==> config.mk <==
export PLATFORM = sky130hd
export DESIGN_NAME = chipset_index_regs_shadow_ctrl
export DESIGN_NICKNAME = d
export VERILOG_FILES = /design/src/cirs_pkg.sv /design/src/cirs_ram.sv /design/src/chipset_index_regs_shadow_ctrl.sv
export VERILOG_INCLUDE_DIRS = /design/src /design/src/src
export SDC_FILE = /design/constraint.sdc
export NUM_CORES = 1
export LEC_CHECK = 0
export BUFFER_PORTS_ARGS = -buffer_cell sky130_fd_sc_hd__clkbuf_2
export CELL_PAD_IN_SITES_DETAIL_PLACEMENT = 0
export CELL_PAD_IN_SITES_GLOBAL_PLACEMENT = 1
export CORE_UTILIZATION = 47
export CTS_BUF_LIST = sky130_fd_sc_hd__clkbuf_16
export DETAILED_ROUTE_END_ITERATION = 10
export PLACE_DENSITY_LB_ADDON = 0.08
export SYNTH_ARGS = -nofsm -noshare
export SYNTH_HDL_FRONTEND = slang
export SYNTH_HIERARCHICAL = 1
export SYNTH_SLANG_ARGS = --single-unit
==> constraint.sdc <==
create_clock -name clock -period 2.5 [get_ports clock]
set_input_delay 0 -clock clock [delete_from_list [all_inputs] [get_ports clock]]
set_output_delay 0 -clock clock [all_outputs]
set_load 0.1 [all_outputs]
==> src/chipset_index_regs_shadow_ctrl_macros.svh <==
// ----------------------------------------------------------------------------
// Assertion macros for the chipset index register / shadow control block
// Shared immediate-style wrappers around concurrent assertions.
// ----------------------------------------------------------------------------
`ifndef CHIPSET_INDEX_REGS_SHADOW_CTRL_MACROS_SVH
`define CHIPSET_INDEX_REGS_SHADOW_CTRL_MACROS_SVH

// same-cycle implication
`define CIRS_ASSERT_NOW(lbl, clk, rst, ante, cons, msg) \
   lbl: assert property (@(posedge clk) disable iff (rst) (ante) |-> (cons)) \
      else $error(msg);

// next-cycle implication
`define CIRS_ASSERT_NEXT(lbl, clk, rst, ante, cons, msg) \
   lbl: assert property (@(posedge clk) disable iff (rst) (ante) |=> (cons)) \
      else $error(msg);

`endif

==> src/cirs_pkg.sv <==
// ----------------------------------------------------------------------------
// cirs_pkg
// Codes, constants and register reset values for the index/shadow block.
// ----------------------------------------------------------------------------
`timescale 1ns / 1ps

package cirs_pkg;

   typedef enum logic {
      OP_READ  = 1'b0,
      OP_WRITE = 1'b1
   } op_type;

   typedef enum logic [1:0] {
      PORT_INDEX = 2'd0,
      PORT_DATA  = 2'd1,
      PORT_A20   = 2'd2,
      PORT_RESET = 2'd3
   } port_type;

   localparam logic [7:0] REG_MASKED     = 8'd5;   // register with sticky bit 4
   localparam logic [7:0] MASKED_KEEP    = 8'h10;
   localparam logic [7:0] MASKED_WRITE   = 8'hef;
   localparam logic [7:0] SHADOW_FIRST   = 8'h0d;
   localparam int         SHADOW_COUNT   = 6;
   localparam int         SEG_PER_REG    = 4;
   localparam int         SEG_COUNT      = SHADOW_COUNT * SEG_PER_REG;
   localparam int         BIOS_SEG_FIRST = 16;     // segment at 0xE0000
   localparam logic [7:0] DATA_NONE      = 8'hff;  // read of A20 / reset port
   localparam logic [7:0] DATA_OUTSIDE   = 8'h00;  // data read past the file

   // reset contents of the register file
   function automatic logic [7:0] reg_reset_value(input logic [7:0] idx);
      logic [7:0] val;
      case (idx)
         8'd0:    val = 8'h90;
         8'd1:    val = 8'hff;
         8'd2:    val = 8'h8a;
         8'd3:    val = 8'h88;
         8'd6:    val = 8'h1b;
         8'd8:    val = 8'h38;
         default: val = 8'h00;
      endcase
      return val;
   endfunction

endpackage

==> src/cirs_ram.sv <==
// ----------------------------------------------------------------------------
// cirs_ram
// Generic single-write, single-read RAM with registered read data.
// ----------------------------------------------------------------------------
`timescale 1ns / 1ps

module cirs_ram #(
   parameter int WIDTH = 8,
   parameter int DEPTH = 37
) (
   input  logic                     clock,
   input  logic                     wr_en,
   input  logic [$clog2(DEPTH)-1:0] wr_addr,
   input  logic [WIDTH-1:0]         wr_data,
   input  logic                     rd_en,
   input  logic [$clog2(DEPTH)-1:0] rd_addr,
   output logic [WIDTH-1:0]         rd_data
);

   logic [WIDTH-1:0] mem_ff [DEPTH];
   logic [WIDTH-1:0] rd_data_ff;

   always_ff @(posedge clock) begin
      if (wr_en) begin
         mem_ff[wr_addr] <= wr_data;
      end
      if (rd_en) begin
         rd_data_ff <= mem_ff[rd_addr];
      end
   end

   assign rd_data = rd_data_ff;

endmodule

==> src/chipset_index_regs_shadow_ctrl.sv <==
// ----------------------------------------------------------------------------
// chipset_index_regs_shadow_ctrl
// A beat's result passes the stage 1 register and the result register before it strobes.
// Throughput: one beat per cycle; busy is never raised, no backpressure.
// Reset: synchronous, active high; index clears, register file reads back
// its power-on values at once (per-entry valid bits), pipeline empties.
// Results cannot be stalled: rsp_strobe marks each one for a single cycle.
// ----------------------------------------------------------------------------
`timescale 1ns / 1ps

module chipset_index_regs_shadow_ctrl
   import cirs_pkg::*;
#(
   parameter int LAST_WRITABLE = 36
) (
   input  logic        clock,
   input  logic        reset,
   // request channel
   input  logic        start,
   output logic        busy,
   input  logic        req_op,
   input  logic [1:0]  req_port_offset,
   input  logic [7:0]  req_wdata,
   input  logic        req_a20_alt_now,
   // result channel
   output logic        rsp_strobe,
   output logic [7:0]  rsp_rdata,
   output logic [23:0] rsp_int_read_mask,
   output logic [23:0] rsp_int_write_mask,
   output logic        rsp_bios_shadow_read,
   output logic        rsp_bios_shadow_write,
   output logic        rsp_a20_enable_req,
   output logic        rsp_a20_disable_req,
   output logic        rsp_cpu_reset_req
);

`include "chipset_index_regs_shadow_ctrl_macros.svh"

   // File geometry: entries 0..LAST_WRITABLE, entry 0 read-only.
   localparam int         FILE_DEPTH = LAST_WRITABLE + 1;
   localparam int         ADDR_W     = $clog2(FILE_DEPTH);
   localparam logic [7:0] LAST_IDX   = 8'(LAST_WRITABLE);

   // Every beat is taken the cycle it arrives.
   assign busy = 1'b0;

   logic accept;
   assign accept = start & ~busy;

   // -------------------------------------------------------------------------
   // Stage 0: decode the incoming beat against the current index
   // -------------------------------------------------------------------------
   logic [7:0]            index_ff, index_in;
   logic                  in_file;     // index points inside the file
   logic                  file_wr;     // data-port write that lands
   logic [7:0]            file_wdata;
   logic [ADDR_W-1:0]     addr;

   assign in_file = (index_ff <= LAST_IDX);
   assign addr    = index_ff[ADDR_W-1:0];

   always_comb begin
      index_in   = index_ff;
      file_wr    = 1'b0;
      file_wdata = req_wdata;
      if (accept && req_op == OP_WRITE) begin
         case (port_type'(req_port_offset))
            PORT_INDEX: index_in = req_wdata;
            PORT_DATA:  file_wr  = in_file && (index_ff != 8'd0);
            default:    ;
         endcase
      end
      // bit 4 of register 5 is sticky; it is zero out of reset so it stays zero
      if (index_ff == REG_MASKED) begin
         file_wdata = (req_wdata & MASKED_WRITE) & ~MASKED_KEEP;
      end
   end

   // -------------------------------------------------------------------------
   // Register file: RAM plus per-entry valid bits. An entry never written
   // reads as its power-on value.
   // -------------------------------------------------------------------------
   logic [FILE_DEPTH-1:0] written_ff, written_in;
   logic [7:0]            ram_rdata;
   logic                  ram_rd;

   assign ram_rd = accept && in_file;

   cirs_ram #(
      .WIDTH(8),
      .DEPTH(FILE_DEPTH)
   ) u_file (
      .clock   (clock),
      .wr_en   (file_wr),
      .wr_addr (addr),
      .wr_data (file_wdata),
      .rd_en   (ram_rd),
      .rd_addr (addr),
      .rd_data (ram_rdata)
   );

   always_comb begin
      written_in = written_ff;
      if (file_wr) begin
         written_in[addr] = 1'b1;
      end
   end

   // Shadow control registers 0x0d..0x12 kept in flops as well, so the
   // segment masks decode every cycle without a RAM port.
   logic [7:0] shadow_ff [SHADOW_COUNT];
   logic [7:0] shadow_in [SHADOW_COUNT];

   always_comb begin
      for (int r = 0; r < SHADOW_COUNT; r++) begin
         shadow_in[r] = shadow_ff[r];
         if (file_wr && index_ff == SHADOW_FIRST + 8'(r)) begin
            shadow_in[r] = file_wdata;
         end
      end
   end

   // -------------------------------------------------------------------------
   // Stage 1 register: beat context, waiting on the RAM read data
   // -------------------------------------------------------------------------
   logic       s1_valid_ff;
   op_type     s1_op_ff;
   port_type   s1_port_ff;
   logic [7:0] s1_index_ff;
   logic       s1_in_file_ff;
   logic       s1_written_ff;
   logic [7:0] s1_reset_val_ff;
   logic       s1_alt_ff;

   always_ff @(posedge clock) begin
      if (reset) begin
         index_ff    <= '0;
         written_ff  <= '0;
         s1_valid_ff <= 1'b0;
         for (int r = 0; r < SHADOW_COUNT; r++) begin
            shadow_ff[r] <= reg_reset_value(SHADOW_FIRST + 8'(r));
         end
      end else begin
         index_ff    <= index_in;
         written_ff  <= written_in;
         s1_valid_ff <= accept;
         for (int r = 0; r < SHADOW_COUNT; r++) begin
            shadow_ff[r] <= shadow_in[r];
         end
      end
   end

   always_ff @(posedge clock) begin
      if (accept) begin
         s1_op_ff        <= op_type'(req_op);
         s1_port_ff      <= port_type'(req_port_offset);
         s1_index_ff     <= index_ff;
         s1_in_file_ff   <= in_file;
         s1_written_ff   <= in_file && written_ff[addr];
         s1_reset_val_ff <= reg_reset_value(index_ff);
         s1_alt_ff       <= req_a20_alt_now;
      end
   end

   // -------------------------------------------------------------------------
   // Stage 1 logic: read mux, request pulses, segment decode
   // -------------------------------------------------------------------------
   logic [7:0]  rdata_in;
   logic        a20_en_in, a20_dis_in, cpu_rst_in;
   logic [23:0] rmask_in, wmask_in;

   always_comb begin
      rdata_in   = 8'h00;
      a20_en_in  = 1'b0;
      a20_dis_in = 1'b0;
      cpu_rst_in = 1'b0;
      if (s1_op_ff == OP_WRITE) begin
         if (s1_port_ff == PORT_A20) begin
            a20_dis_in = s1_alt_ff;
         end
      end else begin
         case (s1_port_ff)
            PORT_INDEX: rdata_in = s1_index_ff;
            PORT_DATA: begin
               if (!s1_in_file_ff) begin
                  rdata_in = DATA_OUTSIDE;
               end else if (s1_written_ff) begin
                  rdata_in = ram_rdata;
               end else begin
                  rdata_in = s1_reset_val_ff;
               end
            end
            PORT_A20: begin
               rdata_in  = DATA_NONE;
               a20_en_in = ~s1_alt_ff;
            end
            PORT_RESET: begin
               rdata_in   = DATA_NONE;
               cpu_rst_in = 1'b1;
            end
            default: rdata_in = DATA_NONE;
         endcase
      end
   end

   // code bit 1 -> internal read, bit 0 -> internal write, 2 bits per segment
   always_comb begin
      for (int r = 0; r < SHADOW_COUNT; r++) begin
         for (int s = 0; s < SEG_PER_REG; s++) begin
            rmask_in[r*SEG_PER_REG+s] = shadow_ff[r][2*s+1];
            wmask_in[r*SEG_PER_REG+s] = shadow_ff[r][2*s];
         end
      end
   end

   // -------------------------------------------------------------------------
   // Result register
   // -------------------------------------------------------------------------
   logic        rsp_strobe_ff;
   logic [7:0]  rsp_rdata_ff;
   logic [23:0] rmask_ff, wmask_ff;
   logic        bios_rd_ff, bios_wr_ff;
   logic        a20_en_ff, a20_dis_ff, cpu_rst_ff;

   always_ff @(posedge clock) begin
      if (reset) begin
         rsp_strobe_ff <= 1'b0;
         a20_en_ff     <= 1'b0;
         a20_dis_ff    <= 1'b0;
         cpu_rst_ff    <= 1'b0;
      end else begin
         rsp_strobe_ff <= s1_valid_ff;
         a20_en_ff     <= s1_valid_ff & a20_en_in;
         a20_dis_ff    <= s1_valid_ff & a20_dis_in;
         cpu_rst_ff    <= s1_valid_ff & cpu_rst_in;
      end
   end

   always_ff @(posedge clock) begin
      if (s1_valid_ff) begin
         rsp_rdata_ff <= rdata_in;
         rmask_ff     <= rmask_in;
         wmask_ff     <= wmask_in;
         bios_rd_ff   <= |rmask_in[SEG_COUNT-1:BIOS_SEG_FIRST];
         bios_wr_ff   <= |wmask_in[SEG_COUNT-1:BIOS_SEG_FIRST];
      end
   end

   assign rsp_strobe            = rsp_strobe_ff;
   assign rsp_rdata             = rsp_rdata_ff;
   assign rsp_int_read_mask     = rmask_ff;
   assign rsp_int_write_mask    = wmask_ff;
   assign rsp_bios_shadow_read  = bios_rd_ff;
   assign rsp_bios_shadow_write = bios_wr_ff;
   assign rsp_a20_enable_req    = a20_en_ff;
   assign rsp_a20_disable_req   = a20_dis_ff;
   assign rsp_cpu_reset_req     = cpu_rst_ff;

   // -------------------------------------------------------------------------
   // Assertions
   // -------------------------------------------------------------------------
   `CIRS_ASSERT_NEXT(a_two_cycle_latency, clock, reset, accept, ##1 rsp_strobe, "result beat missing two cycles after accept")
   `CIRS_ASSERT_NOW(a_pulses_need_strobe, clock, reset, !rsp_strobe, !rsp_a20_enable_req && !rsp_a20_disable_req && !rsp_cpu_reset_req, "request pulse without a result beat")
   `CIRS_ASSERT_NOW(a_a20_exclusive, clock, reset, rsp_a20_enable_req, !rsp_a20_disable_req && !rsp_cpu_reset_req, "conflicting request pulses")
   `CIRS_ASSERT_NOW(a_reset_port_reads_ff, clock, reset, rsp_cpu_reset_req, rsp_rdata == DATA_NONE, "reset port read returned wrong data")
   `CIRS_ASSERT_NEXT(a_reg0_read_only, clock, reset, file_wr, $past(index_ff) != 8'd0, "write landed on read-only register 0")

endmodule

* After elaboration in Yosys (flattened, before gate mapping)
Memory sizes are Yosys's and may differ from the RTL's. A register that Yosys moved wholly into a read port is not among the register bits. Index checks and enable logic that the tools add are counted.
Storage, ports and cells: flip-flop bits (word level) 130, bits in writable memories 344, output and inout bits 63, memories kept 2
Cells by class: $lt $le $gt $ge 3, eq/ne operators 16, multiplexer cells 35, bitwise operators 11, reductions and logical operators 19
Memory list:
- u_file.mem_ff | depth 37, width 8, rd ports 1, clocked after memory_dff 1, write ports 1, line cirs_ram.sv:20 | logic [WIDTH-1:0] mem_ff [DEPTH];
- shadow_ff | depth 6, width 8, rd ports 6, clocked after memory_dff 0, write ports 6, line chipset_index_regs_shadow_ctrl.sv:111 | logic [7:0] shadow_ff [SHADOW_COUNT];
Operators with widths (count):
- $mux W8 | 15
- $pmux W8 S6 | 1
- $or A37 B37 Y37 | 1
- $eq A8 B4 Y1 const B | 4
- $eq A8 B5 Y1 const B | 3
- $pmux W8 S3 | 1
- $eq A8 B2 Y1 const B | 2
- $eq A8 B3 Y1 const B | 2
- $reduce_or A8 Y1 | 2
- $mux W1 | 15
- $logic_and A1 B1 Y1 | 11
- $eq A8 B1 Y1 const B | 1
- $le A8 B6 Y1 const B | 1
- $logic_not A8 Y1 | 1
- $reduce_bool A8 Y1 | 1
- $lt A6 B7 Y1 const B | 1
- $bmux W1 S6 | 1
- $demux W1 S6 | 1
- $ge A6 B1 Y1 const B | 1
- $or A1 B1 Y1 | 6
- $mux W5 | 1
- $eq A2 B1 Y1 const B | 2
- $eq A2 B2 Y1 const B | 2
- $logic_not A2 Y1 | 2
- 4 further kinds | 6

* Logic depth before layout (Yosys ltp)
Gate-level depths: netlist of the first run.
depth after elaboration 7, gate-level depth with buffers 8, depth with buffers taken out 6

* Cells and area by module
Netlist of the first run, hierarchy kept.
Modules (own cells, without submodules):
- cirs_ram | instances 1, cells an instance 659, area an instance 12119.1 sq um
- chipset_index_regs_shadow_ctrl | instances 1, cells an instance 605, area an instance 6718.9 sq um

* Least setup slack after synthesis of the first run
OpenSTA, ideal clock, no wires.
path kind register to register, from register index_ff[4], to memory u_file.mem_ff[18][0], enable pin, library setup time 0.383 ns, arrival time 2.305 ns, setup slack -0.189 ns, cell stages (with the launch flop) 7, clock period less this slack 2.689 ns, path through dfxtp_1 -> clkbuf_1 -> nor3_1 -> a211oi_1 -> nor2b_1 -> nand4_1 -> nor3_1
Between the ends: longest elaborated chain between the ends 6
RTL lines:
- from (decl) | line chipset_index_regs_shadow_ctrl.sv:53 | logic [7:0] index_ff, index_in;
- from (signal assigned) | line chipset_index_regs_shadow_ctrl.sv:144 | index_ff <= index_in;
- $le A8 B6 Y1 or $reduce_bool A8 Y1 (tied branches) | line chipset_index_regs_shadow_ctrl.sv:59, chipset_index_regs_shadow_ctrl.sv:69
- $logic_and A1 B1 Y1 (*) | line chipset_index_regs_shadow_ctrl.sv:69 | PORT_DATA: file_wr = in_file && (index_ff != 8'd0);
- $mux W1 (*) | line chipset_index_regs_shadow_ctrl.sv:67 | case (port_type'(req_port_offset))
- $mux W1 (*) | line chipset_index_regs_shadow_ctrl.sv:66 | if (accept && req_op == OP_WRITE) begin
- via file_wr | line chipset_index_regs_shadow_ctrl.sv:55 | logic file_wr;
- $mux W1 (*) | line cirs_ram.sv:24 | if (wr_en) begin
- $mux W1 (not written as such) (*) | line cirs_ram.sv:25 | mem_ff[wr_addr] <= wr_data;
- to (decl) | line cirs_ram.sv:20
Mark *: on every way through the listed nets, which the timed path passes. The rest lies on a longest branch.

* Worst setup path after layout of the first run
from register index_ff[6], to memory u_file.mem_ff[31][3], enable pin
Same word-level chain as after synthesis.

==> flow_metrics.env, run 1 <==
export IMPL_outcome="completed"
export IMPL_syn2layout_area_growth_pct=16.79
export IMPL_layout_drive_gt1_share_pct=21.93
export IMPL_crit_path_start="index_ff[6]$_SDFFE_PP0P_"
export IMPL_setup_violations=0
export IMPL_synth_edff_count=383
export IMPL_ir_drop_v=0.0005229
export IMPL_placed_area_sq_um=20250
export IMPL_whs_ns=0.06085
export IMPL_rsz0062_at_grt="no"
export IMPL_p_per_area_nw_per_um2=761.2
export IMPL_synth_cell_type_count=54
export IMPL_grt_first_pass_wirelength_mm=67.07
export IMPL_ys_top_cells_by_count="383 x edfxtp_1, 142 x mux2i_1, 110 x a21oi_1"
export IMPL_core_rowCount=72
export IMPL_synth_cells=1264
export IMPL_grt_pass1_vias=10630
export IMPL_fin_crit_ns=2.431
export IMPL_hold_viol_final=0
export IMPL_fin_nets=1426
export IMPL_postLayoutCoreUtil_pct=56.27
export IMPL_avgSynthCellArea_sq_um=14.90
export IMPL_finalCritPeriodShare_pct=97.26
export IMPL_r2r_start="index_ff[6]$_SDFFE_PP0P_"
export IMPL_place_hpwl_mm=28.88
export IMPL_synthTopCellsByArea="edfxtp_1 61%, dfxtp_1 10%, mux2i_1 7.5%"
export IMPL_r2r_slack_ns=0.07
export IMPL_wire_per_inst_microns=22.86
export IMPL_finClkSkew_ns=0.02347
export IMPL_dieWidth_microns=202.2
export IMPL_io_buffers=76
export IMPL_drc=0
export IMPL_hold_path_class="input port to flip-flop"
export IMPL_die_area_sq_um=40880
export IMPL_numCtsBuffers=49
export IMPL_core_area_sq_um=39100
export IMPL_yosys_area_top_type="edfxtp_1"
export IMPL_die_y_microns=202.2
export IMPL_routed_wl_mm=45.00
export IMPL_maxCapViolations=0
export IMPL_p_leak_nw=7.280
export IMPL_track_usage_pct=22.14
export IMPL_critPathKind="flip-flop to flip-flop"
export IMPL_place_gp_congestion=0.8368
export IMPL_grt_overflow=0
export IMPL_path_clk_slew_ns=0.06
export IMPL_synth_seq_cells=481
export IMPL_reg2reg_to="u_file/mem_ff[31][3]$_DFFE_PP_"
export IMPL_critical_path_cell_chain="or3b_4 > a211oi_1 > nor2b_2 > buf_4 > nand4_1 > nor2_1 > buf_4"
export IMPL_grt_start_max_net_pins=78
export IMPL_crit_path_end_kind="flip-flop"
export IMPL_tritoncts="done"
export IMPL_drt_initial_drc_count=794
export IMPL_drtAntennaViolNets=0
export IMPL_place_inst=1867
export IMPL_dr_pass1_iters=5
export IMPL_synth_top_cell_area_share_pct=61.05
export IMPL_start_util_pct=48.18
export IMPL_worst_r2r_cell_count=7
export IMPL_antenna_found_initial=0
export IMPL_critPathRequiredTime_ns=2.80
export IMPL_dominantRegCellSynth="edfxtp_1"
export IMPL_worst_slew_pin_slew_ns=0.8503
export IMPL_postLayoutCellArea_sq_um=22000
export IMPL_nFillCells=3198
export IMPL_cts_buffer_depth=3
export IMPL_cp_top_family="simple AND/OR/NAND/NOR gates"
export IMPL_fin_cells=1968
export IMPL_max_stage_delay_ns=0.40
export IMPL_cp_depth=7
export IMPL_syn_num_nets=1279
export IMPL_cp_common_cell="buf_4"
export IMPL_slew_headroom_pct=43.31
export IMPL_critPathArrivalTime_ns=2.73
export IMPL_num_vias=10950
export IMPL_clock_latency_ns=0.60
export IMPL_crit_path_end="u_file/mem_ff[31][3]$_DFFE_PP_"
export IMPL_worst_path_max_fanout=8
export IMPL_yosysMostFrequentCell="edfxtp_1"
export IMPL_htree_num_levels=2
export IMPL_diodes=0
export IMPL_post_cts_setup_buffers=0
export IMPL_synth_area_sq_um=18840
export IMPL_synthArstFlopShare_pct=0
export IMPL_fin_setup_tns_ns=0
export IMPL_critical_path_buf_inv_count=2
export IMPL_clock_sinks=481
export IMPL_max_clock_freq_mhz=411.3
export IMPL_crit_path_top_delay_cell="or3b_4"
export IMPL_vias_per_cell=5.563
export IMPL_cts_root_buf="clkbuf_16"
export IMPL_final_max_slew_viol_count=0
export IMPL_start_kind="flip-flop"
export IMPL_yosysWarnings=6
export IMPL_synth_seq_area_share_pct=71.47
export IMPL_io_pins=78
==> worst min-delay path by stage <==
stage | slack (ns) | startpoint | cells past startpoint | endpoint
2_1_floorplan | 0.08 | reset | 1 | rsp_strobe$_SDFF_PP0_
3_3_place_gp | 0.18 | req_a20_alt_now | 1 | s1_alt_ff$_DFFE_PP_
3_5_place_dp | 0.18 | req_a20_alt_now | 1 | s1_alt_ff$_DFFE_PP_
4_1_cts | 0.05 | req_wdata[0] | 1 | u_file/mem_ff[15][0]$_DFFE_PP_
5_1_grt | 0.08 | req_wdata[0] | 1 | u_file/mem_ff[15][0]$_DFFE_PP_
6_report | 0.06 | req_wdata[0] | 1 | u_file/mem_ff[15][0]$_DFFE_PP_
==> metal layers <==
metal | routed length (microns) | global-route usage [%]
met1 | 20820 | 31.35
met3 | 2091 | 4.257
met5 | 0 | 0
met2 | 21280 | 35.55
met4 | 808 | 4.914
==> placed cells by master, fill, tap and decap left out, drive strengths merged, types with 4 or more instances in the layout <==
| cell | instances |
|---|---|
| a21oi | 110 |
| a221oi | 16 |
| a22o | 16 |
| a22oi | 33 |
| and3 | 5 |
| buf | 92 |
| bufinv | 6 |
| clkbuf | 124 |
| clkinv | 22 |
| dfxtp | 98 |
| dlygate4sd3 | 11 |
| edfxtp | 383 |
| inv | 31 |
| mux2 | 11 |
| mux2i | 142 |
| mux4 | 15 |
| nand2 | 80 |
| nand2b | 5 |
| nand3 | 52 |
| nand3b | 4 |
| nand4 | 10 |
| nor2 | 96 |
| nor2b | 9 |
| nor3 | 9 |
| nor3b | 8 |
| nor4 | 5 |
| o21ai | 12 |
| o22ai | 17 |
| o41ai | 8 |
==> where the power goes <==
group / total [W] / internal, W / leakage [nW] / switching [W]
Clock: 0.00718 / 0.00418 / 0.823 / 0.00299
Sequential: 0.00874 / 0.00870 / 4.30 / 0.0000403
Combinational: 0.000833 / 0.000196 / 2.16 / 0.000637
==> cells by family (layout without fill, tap and decap cells) <==
kind of cell | Yosys count | count (layout) | share of synthesized area (%)
other cells | 1 | 1 | 0.01991
simple gates | 296 | 296 | 7.731
buf+inv | 100 | 286 | 2.909
mux | 168 | 168 | 10.02
flops | 481 | 481 | 71.47
compound gates | 218 | 218 | 7.857
==> stage by stage <==
step / power (W) / setup WS [ns]
floorplan: 0.009420 / -0.08203
global placement: 0.009729 / 0.05338
detailed placement: 0.009731 / 0.003473
CTS: 0.01690 / -0.03799
global route: 0.01724 / 0.02308
finish: 0.01675 / 0.06857
==> layout make-up <==
class / count / area [sq um] / share of cell area (%)
sequential: 481 / 13470 / 61.22
multi-input combinational: 683 / 4946 / 22.48
clock inverter: 41 / 357.8 / 1.626
clock buffer: 49 / 1226 / 5.573
timing repair buffer: 178 / 1286 / 5.846
tap: 518 / 648.1 / 2.946
inverter: 18 / 67.56 / 0.3071
==> what timing repair did <==
item | in CTS | in global routing
hold endpoints to repair | 82 | 0
hold buffers | 11 | 0
endpoints found under the setup margin | 24 | 119
gates resized for setup | 1 | 13
==> flip-flops by register name, indices dropped and copies added, names as in the netlist <==
| name | count |
|---|---|
| index_ff | 8 |
| rsp_a20_disable_req | 1 |
| rsp_a20_enable_req | 1 |
| rsp_bios_shadow_read | 1 |
| rsp_bios_shadow_write | 1 |
| rsp_cpu_reset_req | 1 |
| rsp_int_read_mask | 24 |
| rsp_int_write_mask | 24 |
| rsp_rdata | 8 |
| rsp_strobe | 1 |
| s1_alt_ff | 1 |
| s1_in_file_ff | 1 |
| s1_index_ff | 8 |
| s1_op_ff | 1 |
| s1_port_ff | 2 |
| s1_reset_val_ff | 7 |
| s1_valid_ff | 1 |
| s1_written_ff | 1 |
| shadow_ff | 48 |
| u_file/mem_ff | 296 |
| u_file/rd_data | 8 |
| written_ff | 37 |
(Power assumes the default switching activity.)
==> run 2, diff against run 1 <==
Settings changed: REMOVE_ABC_BUFFERS from default to 1.
==> flow_metrics.env, run 2 (synthesis gave the netlist of run 1 again) <==
export IMPL_grt_overflow=0
export IMPL_crit_path_end="u_file/mem_ff[31][3]$_DFFE_PP_"
export IMPL_ir_drop_v=0.0005469
export IMPL_place_gp_congestion=0.7924
export IMPL_antenna_found_initial=0
export IMPL_tritoncts="done"
export IMPL_nFillCells=3224
export IMPL_drt_initial_drc_count=937
export IMPL_critical_path_buf_inv_count=2
export IMPL_rsz0062_at_grt="no"
export IMPL_diodes=0
export IMPL_drtAntennaViolNets=0
export IMPL_dieWidth_microns=202.2
export IMPL_cp_common_cell="buf_4"
export IMPL_core_area_sq_um=39100
export IMPL_clock_latency_ns=0.58
export IMPL_largest_reg_flops=296
export IMPL_fin_crit_ns=2.418
export IMPL_worst_path_max_fanout=6
export IMPL_fin_setup_tns_ns=0
export IMPL_grt_pass1_vias=10770
export IMPL_r2r_slack_ns=0.08
export IMPL_max_clock_freq_mhz=413.6
export IMPL_final_common_cell="edfxtp_1"
export IMPL_outcome="completed"
export IMPL_cp_top_family="simple AND/OR/NAND/NOR gates"
export IMPL_hold_path_class="input port to flip-flop"
export IMPL_whs_ns=0.05742
export IMPL_place_ws_ns=-0.03122
export IMPL_start_util_pct=48.18
export IMPL_finalCritPeriodShare_pct=96.71
export IMPL_setup_violations=0
export IMPL_drc=0
export IMPL_crit_path_top_delay_cell="or3b_4"
export IMPL_vias_per_cell=5.586
export IMPL_final_max_slew_viol_count=0
export IMPL_clock_sinks=481
export IMPL_crit_path_end_kind="flip-flop"
export IMPL_io_buffers=76
export IMPL_finClkSkew_ns=0.01844
export IMPL_cp_depth=7
export IMPL_worst_r2r_cell_count=7
export IMPL_die_area_sq_um=40880
export IMPL_max_stage_delay_ns=0.43
export IMPL_syn2layout_area_growth_pct=16.16
export IMPL_grt_start_max_net_pins=72
export IMPL_path_clk_slew_ns=0.06
export IMPL_top_register="u_file/mem_ff"
export IMPL_grt_first_pass_wirelength_mm=68.81
export IMPL_slew_headroom_pct=50.16
export IMPL_p_leak_nw=7.281
export IMPL_p_per_area_nw_per_um2=746.3
export IMPL_routed_wl_mm=45.52
export IMPL_reg_top3="u_file/mem_ff: 296 flops, shadow_ff: 48 flops, written_ff: 37 flops"
export IMPL_wire_per_inst_microns=23.05
export IMPL_post_cts_setup_buffers=0
export IMPL_cts_root_buf="clkbuf_16"
export IMPL_mostFrequentLayoutCells="383 x edfxtp_1, 142 x mux2i_1, 110 x a21oi_1"
export IMPL_htree_num_levels=2
export IMPL_io_pins=78
export IMPL_critPathArrivalTime_ns=2.70
export IMPL_critPathKind="flip-flop to flip-flop"
export IMPL_reg2reg_to="u_file/mem_ff[31][3]$_DFFE_PP_"
export IMPL_dr_pass1_iters=5
export IMPL_critical_path_cell_chain="or3b_4 > a211oi_1 > nor2b_2 > buf_4 > nand4_1 > nor2_1 > buf_4"
export IMPL_hold_viol_final=0
export IMPL_min_path_cells=3
export IMPL_critPathRequiredTime_ns=2.78
export IMPL_core_rowCount=72
export IMPL_numCtsBuffers=49
export IMPL_timing_final_ws_setup_ns=0.08219
export IMPL_cts_buffer_depth=3
export IMPL_num_vias=11030
export IMPL_track_usage_pct=22.66
export IMPL_layout_drive_gt1_share_pct=20.45
export IMPL_start_kind="flip-flop"
export IMPL_crit_path_start="index_ff[6]$_SDFFE_PP0P_"
export IMPL_fin_nets=1431
export IMPL_maxCapViolations=0
export IMPL_die_y_microns=202.2
export IMPL_worst_slew_pin_slew_ns=0.7476
export IMPL_r2r_start="index_ff[6]$_SDFFE_PP0P_"
export IMPL_place_hpwl_mm=28.58
[run 2: cell types whose count changed in the layout (fill, tap and decap cells not counted), sizes merged]
cell and delta:
buf +5, bufinv -5, clkbuf +3, clkinv -3, clkinvlp +1, inv +6
[run 2: tightest hold or removal path, stage by stage]
cell and delay [ns]:
clkbuf_2 0.35, nand3_1 0.17, a21oi_1 0.06
[run 2: worst min path at each step]
stage                                from                            to  slack, ns
final                        req_wdata[1]  shadow_ff[3][1]$_SDFFE_PP0P_       0.06
after global routing         req_wdata[1]  shadow_ff[4][1]$_SDFFE_PP0P_       0.08
after CTS                    req_wdata[1]  shadow_ff[3][1]$_SDFFE_PP0P_       0.07
after detailed placement  req_a20_alt_now           s1_alt_ff$_DFFE_PP_       0.18
after global placement    req_a20_alt_now           s1_alt_ff$_DFFE_PP_       0.18
after floorplan                     reset      index_ff[0]$_SDFFE_PP0P_       0.07
[run 2: layout make-up]
cell class | instances | area, sq um | area share, %
Clock buffer | 52 | 1301 | 5.947
Clock inverter | 40 | 191.4 | 0.8748
Inverter | 18 | 67.56 | 0.3088
Multi-Input combinational cell | 683 | 4856 | 22.19
Sequential cell | 481 | 13470 | 61.55
Tap cell | 518 | 648.1 | 2.962
Timing Repair Buffer | 183 | 1349 | 6.164
[run 2: timing repair]
action                                  in CTS  in global routing
endpoints found under the setup margin       5                 74
gates resized for setup                      1                  3
hold endpoints to repair                   142                  0
hold buffers                                11                  0
[run 2: stage by stage]
stage / instances / util (%) / instance area, sq um / power (W)
floorplan: 1182 / - / 18360 / 0.009399
global placement: 1872 / 51.83 / 20260 / 0.009728
detailed placement: 1872 / 51.83 / 20260 / 0.009731
CTS: 1975 / 55.94 / 21870 / 0.01650
global route: 1975 / 55.97 / 21880 / 0.01684
finish: 1975 / 55.97 / 21880 / 0.01633
[run 2: routing by layer]
| layer | track usage (%) | part of all wire (%) | vias up | routed length, microns |
|---|---|---|---|---|
| met5 | 0 | 0 | - | 0 |
| met4 | 4.914 | 1.4 | 0 | 624 |
| met3 | 4.128 | 5.6 | 50 | 2565 |
| met2 | 33.85 | 45 | 311 | 20490 |
| met1 | 34.50 | 48 | 5535 | 21840 |
| li1 | - | - | 5136 | - |
[run 2: where the power goes]
part	total, W	switching (W)	internal, W
Clock	0.00676	0.00294	0.00383
Combinational	0.000822	0.000630	0.000193
Sequential	0.00874	0.0000460	0.00870
==> run 3, diff against run 2 <==
Settings changed: CORE_UTILIZATION 47 to 56.
Clock period 2.5 ns to 3.1 ns, I/O delays scaled along.
==> flow_metrics.env, run 3 (synthesis gave the netlist of run 1 again) <==
export IMPL_seqCellArea_sq_um=13470
export IMPL_timing_final_ws_setup_ns=0.3936
export IMPL_ir_drop_v=0.0004376
export IMPL_swShare_pct=21.24
export IMPL_num_vias=11010
export IMPL_die_area_sq_um=34380
export IMPL_place_hpwl_mm=26.05
export IMPL_path_clk_slew_ns=0.06
export IMPL_cts_buffer_depth=3
export IMPL_whs_ns=0.1054
export IMPL_die_y_microns=185.4
export IMPL_internal_power_w=0.01059
export IMPL_largest_reg_flops=296
export IMPL_cp_common_cell="nor2b_1"
export IMPL_maxCapViolations=0
export IMPL_antenna_found_initial=0
export IMPL_routed_wl_mm=41.88
export IMPL_hold_path_class="input port to flip-flop"
export IMPL_setup_violations=0
export IMPL_worst_r2r_cell_count=6
export IMPL_postLayoutCoreUtil_pct=65.91
export IMPL_max_clock_freq_mhz=369.5
export IMPL_power_frac_clock_pct=42.9
export IMPL_crit_path_top_delay_cell="nor2_1"
export IMPL_hold_viol_final=0
export IMPL_placed_area_sq_um=19950
export IMPL_outcome="completed"
export IMPL_p_per_area_nw_per_um2=622.3
export IMPL_critPathRequiredTime_ns=3.28
export IMPL_clock_latency_ns=0.55
export IMPL_drt_initial_drc_count=911
export IMPL_critPathArrivalTime_ns=2.89
export IMPL_grt_start_max_net_pins=88
export IMPL_min_path_cells=1
export IMPL_top_register="u_file/mem_ff"
export IMPL_grt_first_pass_wirelength_mm=63.74
export IMPL_final_max_slew_viol_count=0
export IMPL_critical_path_cell_chain="or3b_4 > a211oi_1 > nor2b_1 > nor2b_1 > nand2_1 > nor2_1"
export IMPL_postLayoutCellArea_sq_um=21610
export IMPL_io_pins=78
export IMPL_fin_crit_ns=2.706
export IMPL_fin_nets=1409
export IMPL_worst_slew_pin_slew_ns=1.011
export IMPL_slew_headroom_pct=32.62
export IMPL_multi_input_area_sq_um=4841
export IMPL_diodes=0
export IMPL_post_cts_setup_buffers=0
export IMPL_switching_power_w=0.002855
export IMPL_grt_pass1_vias=10530
export IMPL_wire_per_inst_microns=22.36
export IMPL_tritoncts="done"
export IMPL_drtAntennaViolNets=0
export IMPL_mostFrequentLayoutCells="383 x edfxtp_1, 142 x mux2i_1, 110 x a21oi_1"
export IMPL_grt_overflow=0
export IMPL_clock_sinks=481
export IMPL_htree_num_levels=2
export IMPL_rsz0062_at_grt="no"
export IMPL_cts_root_buf="clkbuf_16"
export IMPL_core_area_sq_um=32780
export IMPL_nFillCells=2437
export IMPL_place_ws_ns=0.4273
export IMPL_cts_hold_buf=9
export IMPL_crit_path_end_kind="flip-flop"
export IMPL_core_rowCount=66
export IMPL_place_gp_congestion=0.8319
export IMPL_ctsResizeCount=0
export IMPL_syn2layout_area_growth_pct=14.70
export IMPL_final_common_cell="edfxtp_1"
export IMPL_worst_path_max_fanout=8
export IMPL_numCtsBuffers=47
export IMPL_start_util_pct=57.46
export IMPL_track_usage_pct=25.16
export IMPL_vias_per_cell=5.876
export IMPL_dieWidth_microns=185.4
export IMPL_share_seq_of_total_power_pct=52.5
export IMPL_finalCritPeriodShare_pct=87.30
export IMPL_reg_top3="u_file/mem_ff: 296 flops, shadow_ff: 48 flops, written_ff: 37 flops"
export IMPL_drc=0
export IMPL_dr_pass1_iters=5
export IMPL_io_buffers=76
export IMPL_p_leak_nw=7.174
export IMPL_finClkSkew_ns=0.01042
export IMPL_max_stage_delay_ns=0.55
export IMPL_pwr_share_comb_pct=4.7
export IMPL_layout_drive_gt1_share_pct=19.99
export IMPL_start_kind="flip-flop"
export IMPL_critPathKind="flip-flop to flip-flop"
==> run 3: worst max-delay path: cells and delay by family, from the launching register on <==
| kind | cells | cell delay, ns |
|---|---|---|
| and+or+nand+nor | 5 | 1.73 |
| AOI/OAI and AO/OA | 1 | 0.24 |
| DFF | 1 | 0.36 |
==> run 3: final cells by class <==
class | instances | share of cell area [%]
clock buffers | 49 | 5.675
well taps | 442 | 2.559
flip-flops and latches | 481 | 62.34
clock inverters | 37 | 1.592
inverters | 18 | 0.3127
repair buffers | 163 | 5.119
multi-input cells | 683 | 22.40
==> run 3: final timing paths <==
| kind | start | to | slack (ns) |
|---|---|---|---|
| max | index_ff[6]$_SDFFE_PP0P_ | u_file/mem_ff[9][4]$_DFFE_PP_ | 0.39 |
| min | req_wdata[6] | u_file/mem_ff[11][6]$_DFFE_PP_ | 0.11 |
| max reg2reg | index_ff[6]$_SDFFE_PP0P_ | u_file/mem_ff[9][4]$_DFFE_PP_ | 0.39 |
| min reg2reg | shadow_ff[2][0]$_SDFFE_PP0P_ | rsp_int_write_mask[8]$_DFFE_PP_ | 0.43 |
==> run 3: power by group through the flow <==
| stage | Combinational, W | Sequential (W) | Clock, W |
|---|---|---|---|
| after detailed placement | 0.000624 | 0.00719 | 0 |
| after CTS | 0.000635 | 0.00705 | 0.00585 |
| after floorplan | 0.000174 | 0.00741 | 0 |
| after global placement | 0.000623 | 0.00719 | 0 |
| final | 0.000631 | 0.00705 | 0.00576 |
| after global routing | 0.000667 | 0.00705 | 0.00610 |
==> run 3: through the flow <==
step                      instances  TNS [ns]  power, W
final                          1873         0   0.01345
after floorplan                1182  -1848.57  0.007580
after global routing           1873         0   0.01382
after CTS                      1873         0   0.01354
after global placement         1778         0  0.007813
after detailed placement       1778         0  0.007815
==> run 3: routing by layer <==
| metal | share of wire, % | wire length [microns] | GRT usage, % | up-vias |
|---|---|---|---|---|
| li1 | - | - | - | 5084 |
| met1 | 45 | 18730 | 36.86 | 5539 |
| met2 | 48 | 19930 | 39.85 | 332 |
| met3 | 6.2 | 2602 | 4.031 | 51 |
| met4 | 1.5 | 614 | 5.388 | 0 |
| met5 | 0 | 0 | 0 | - |
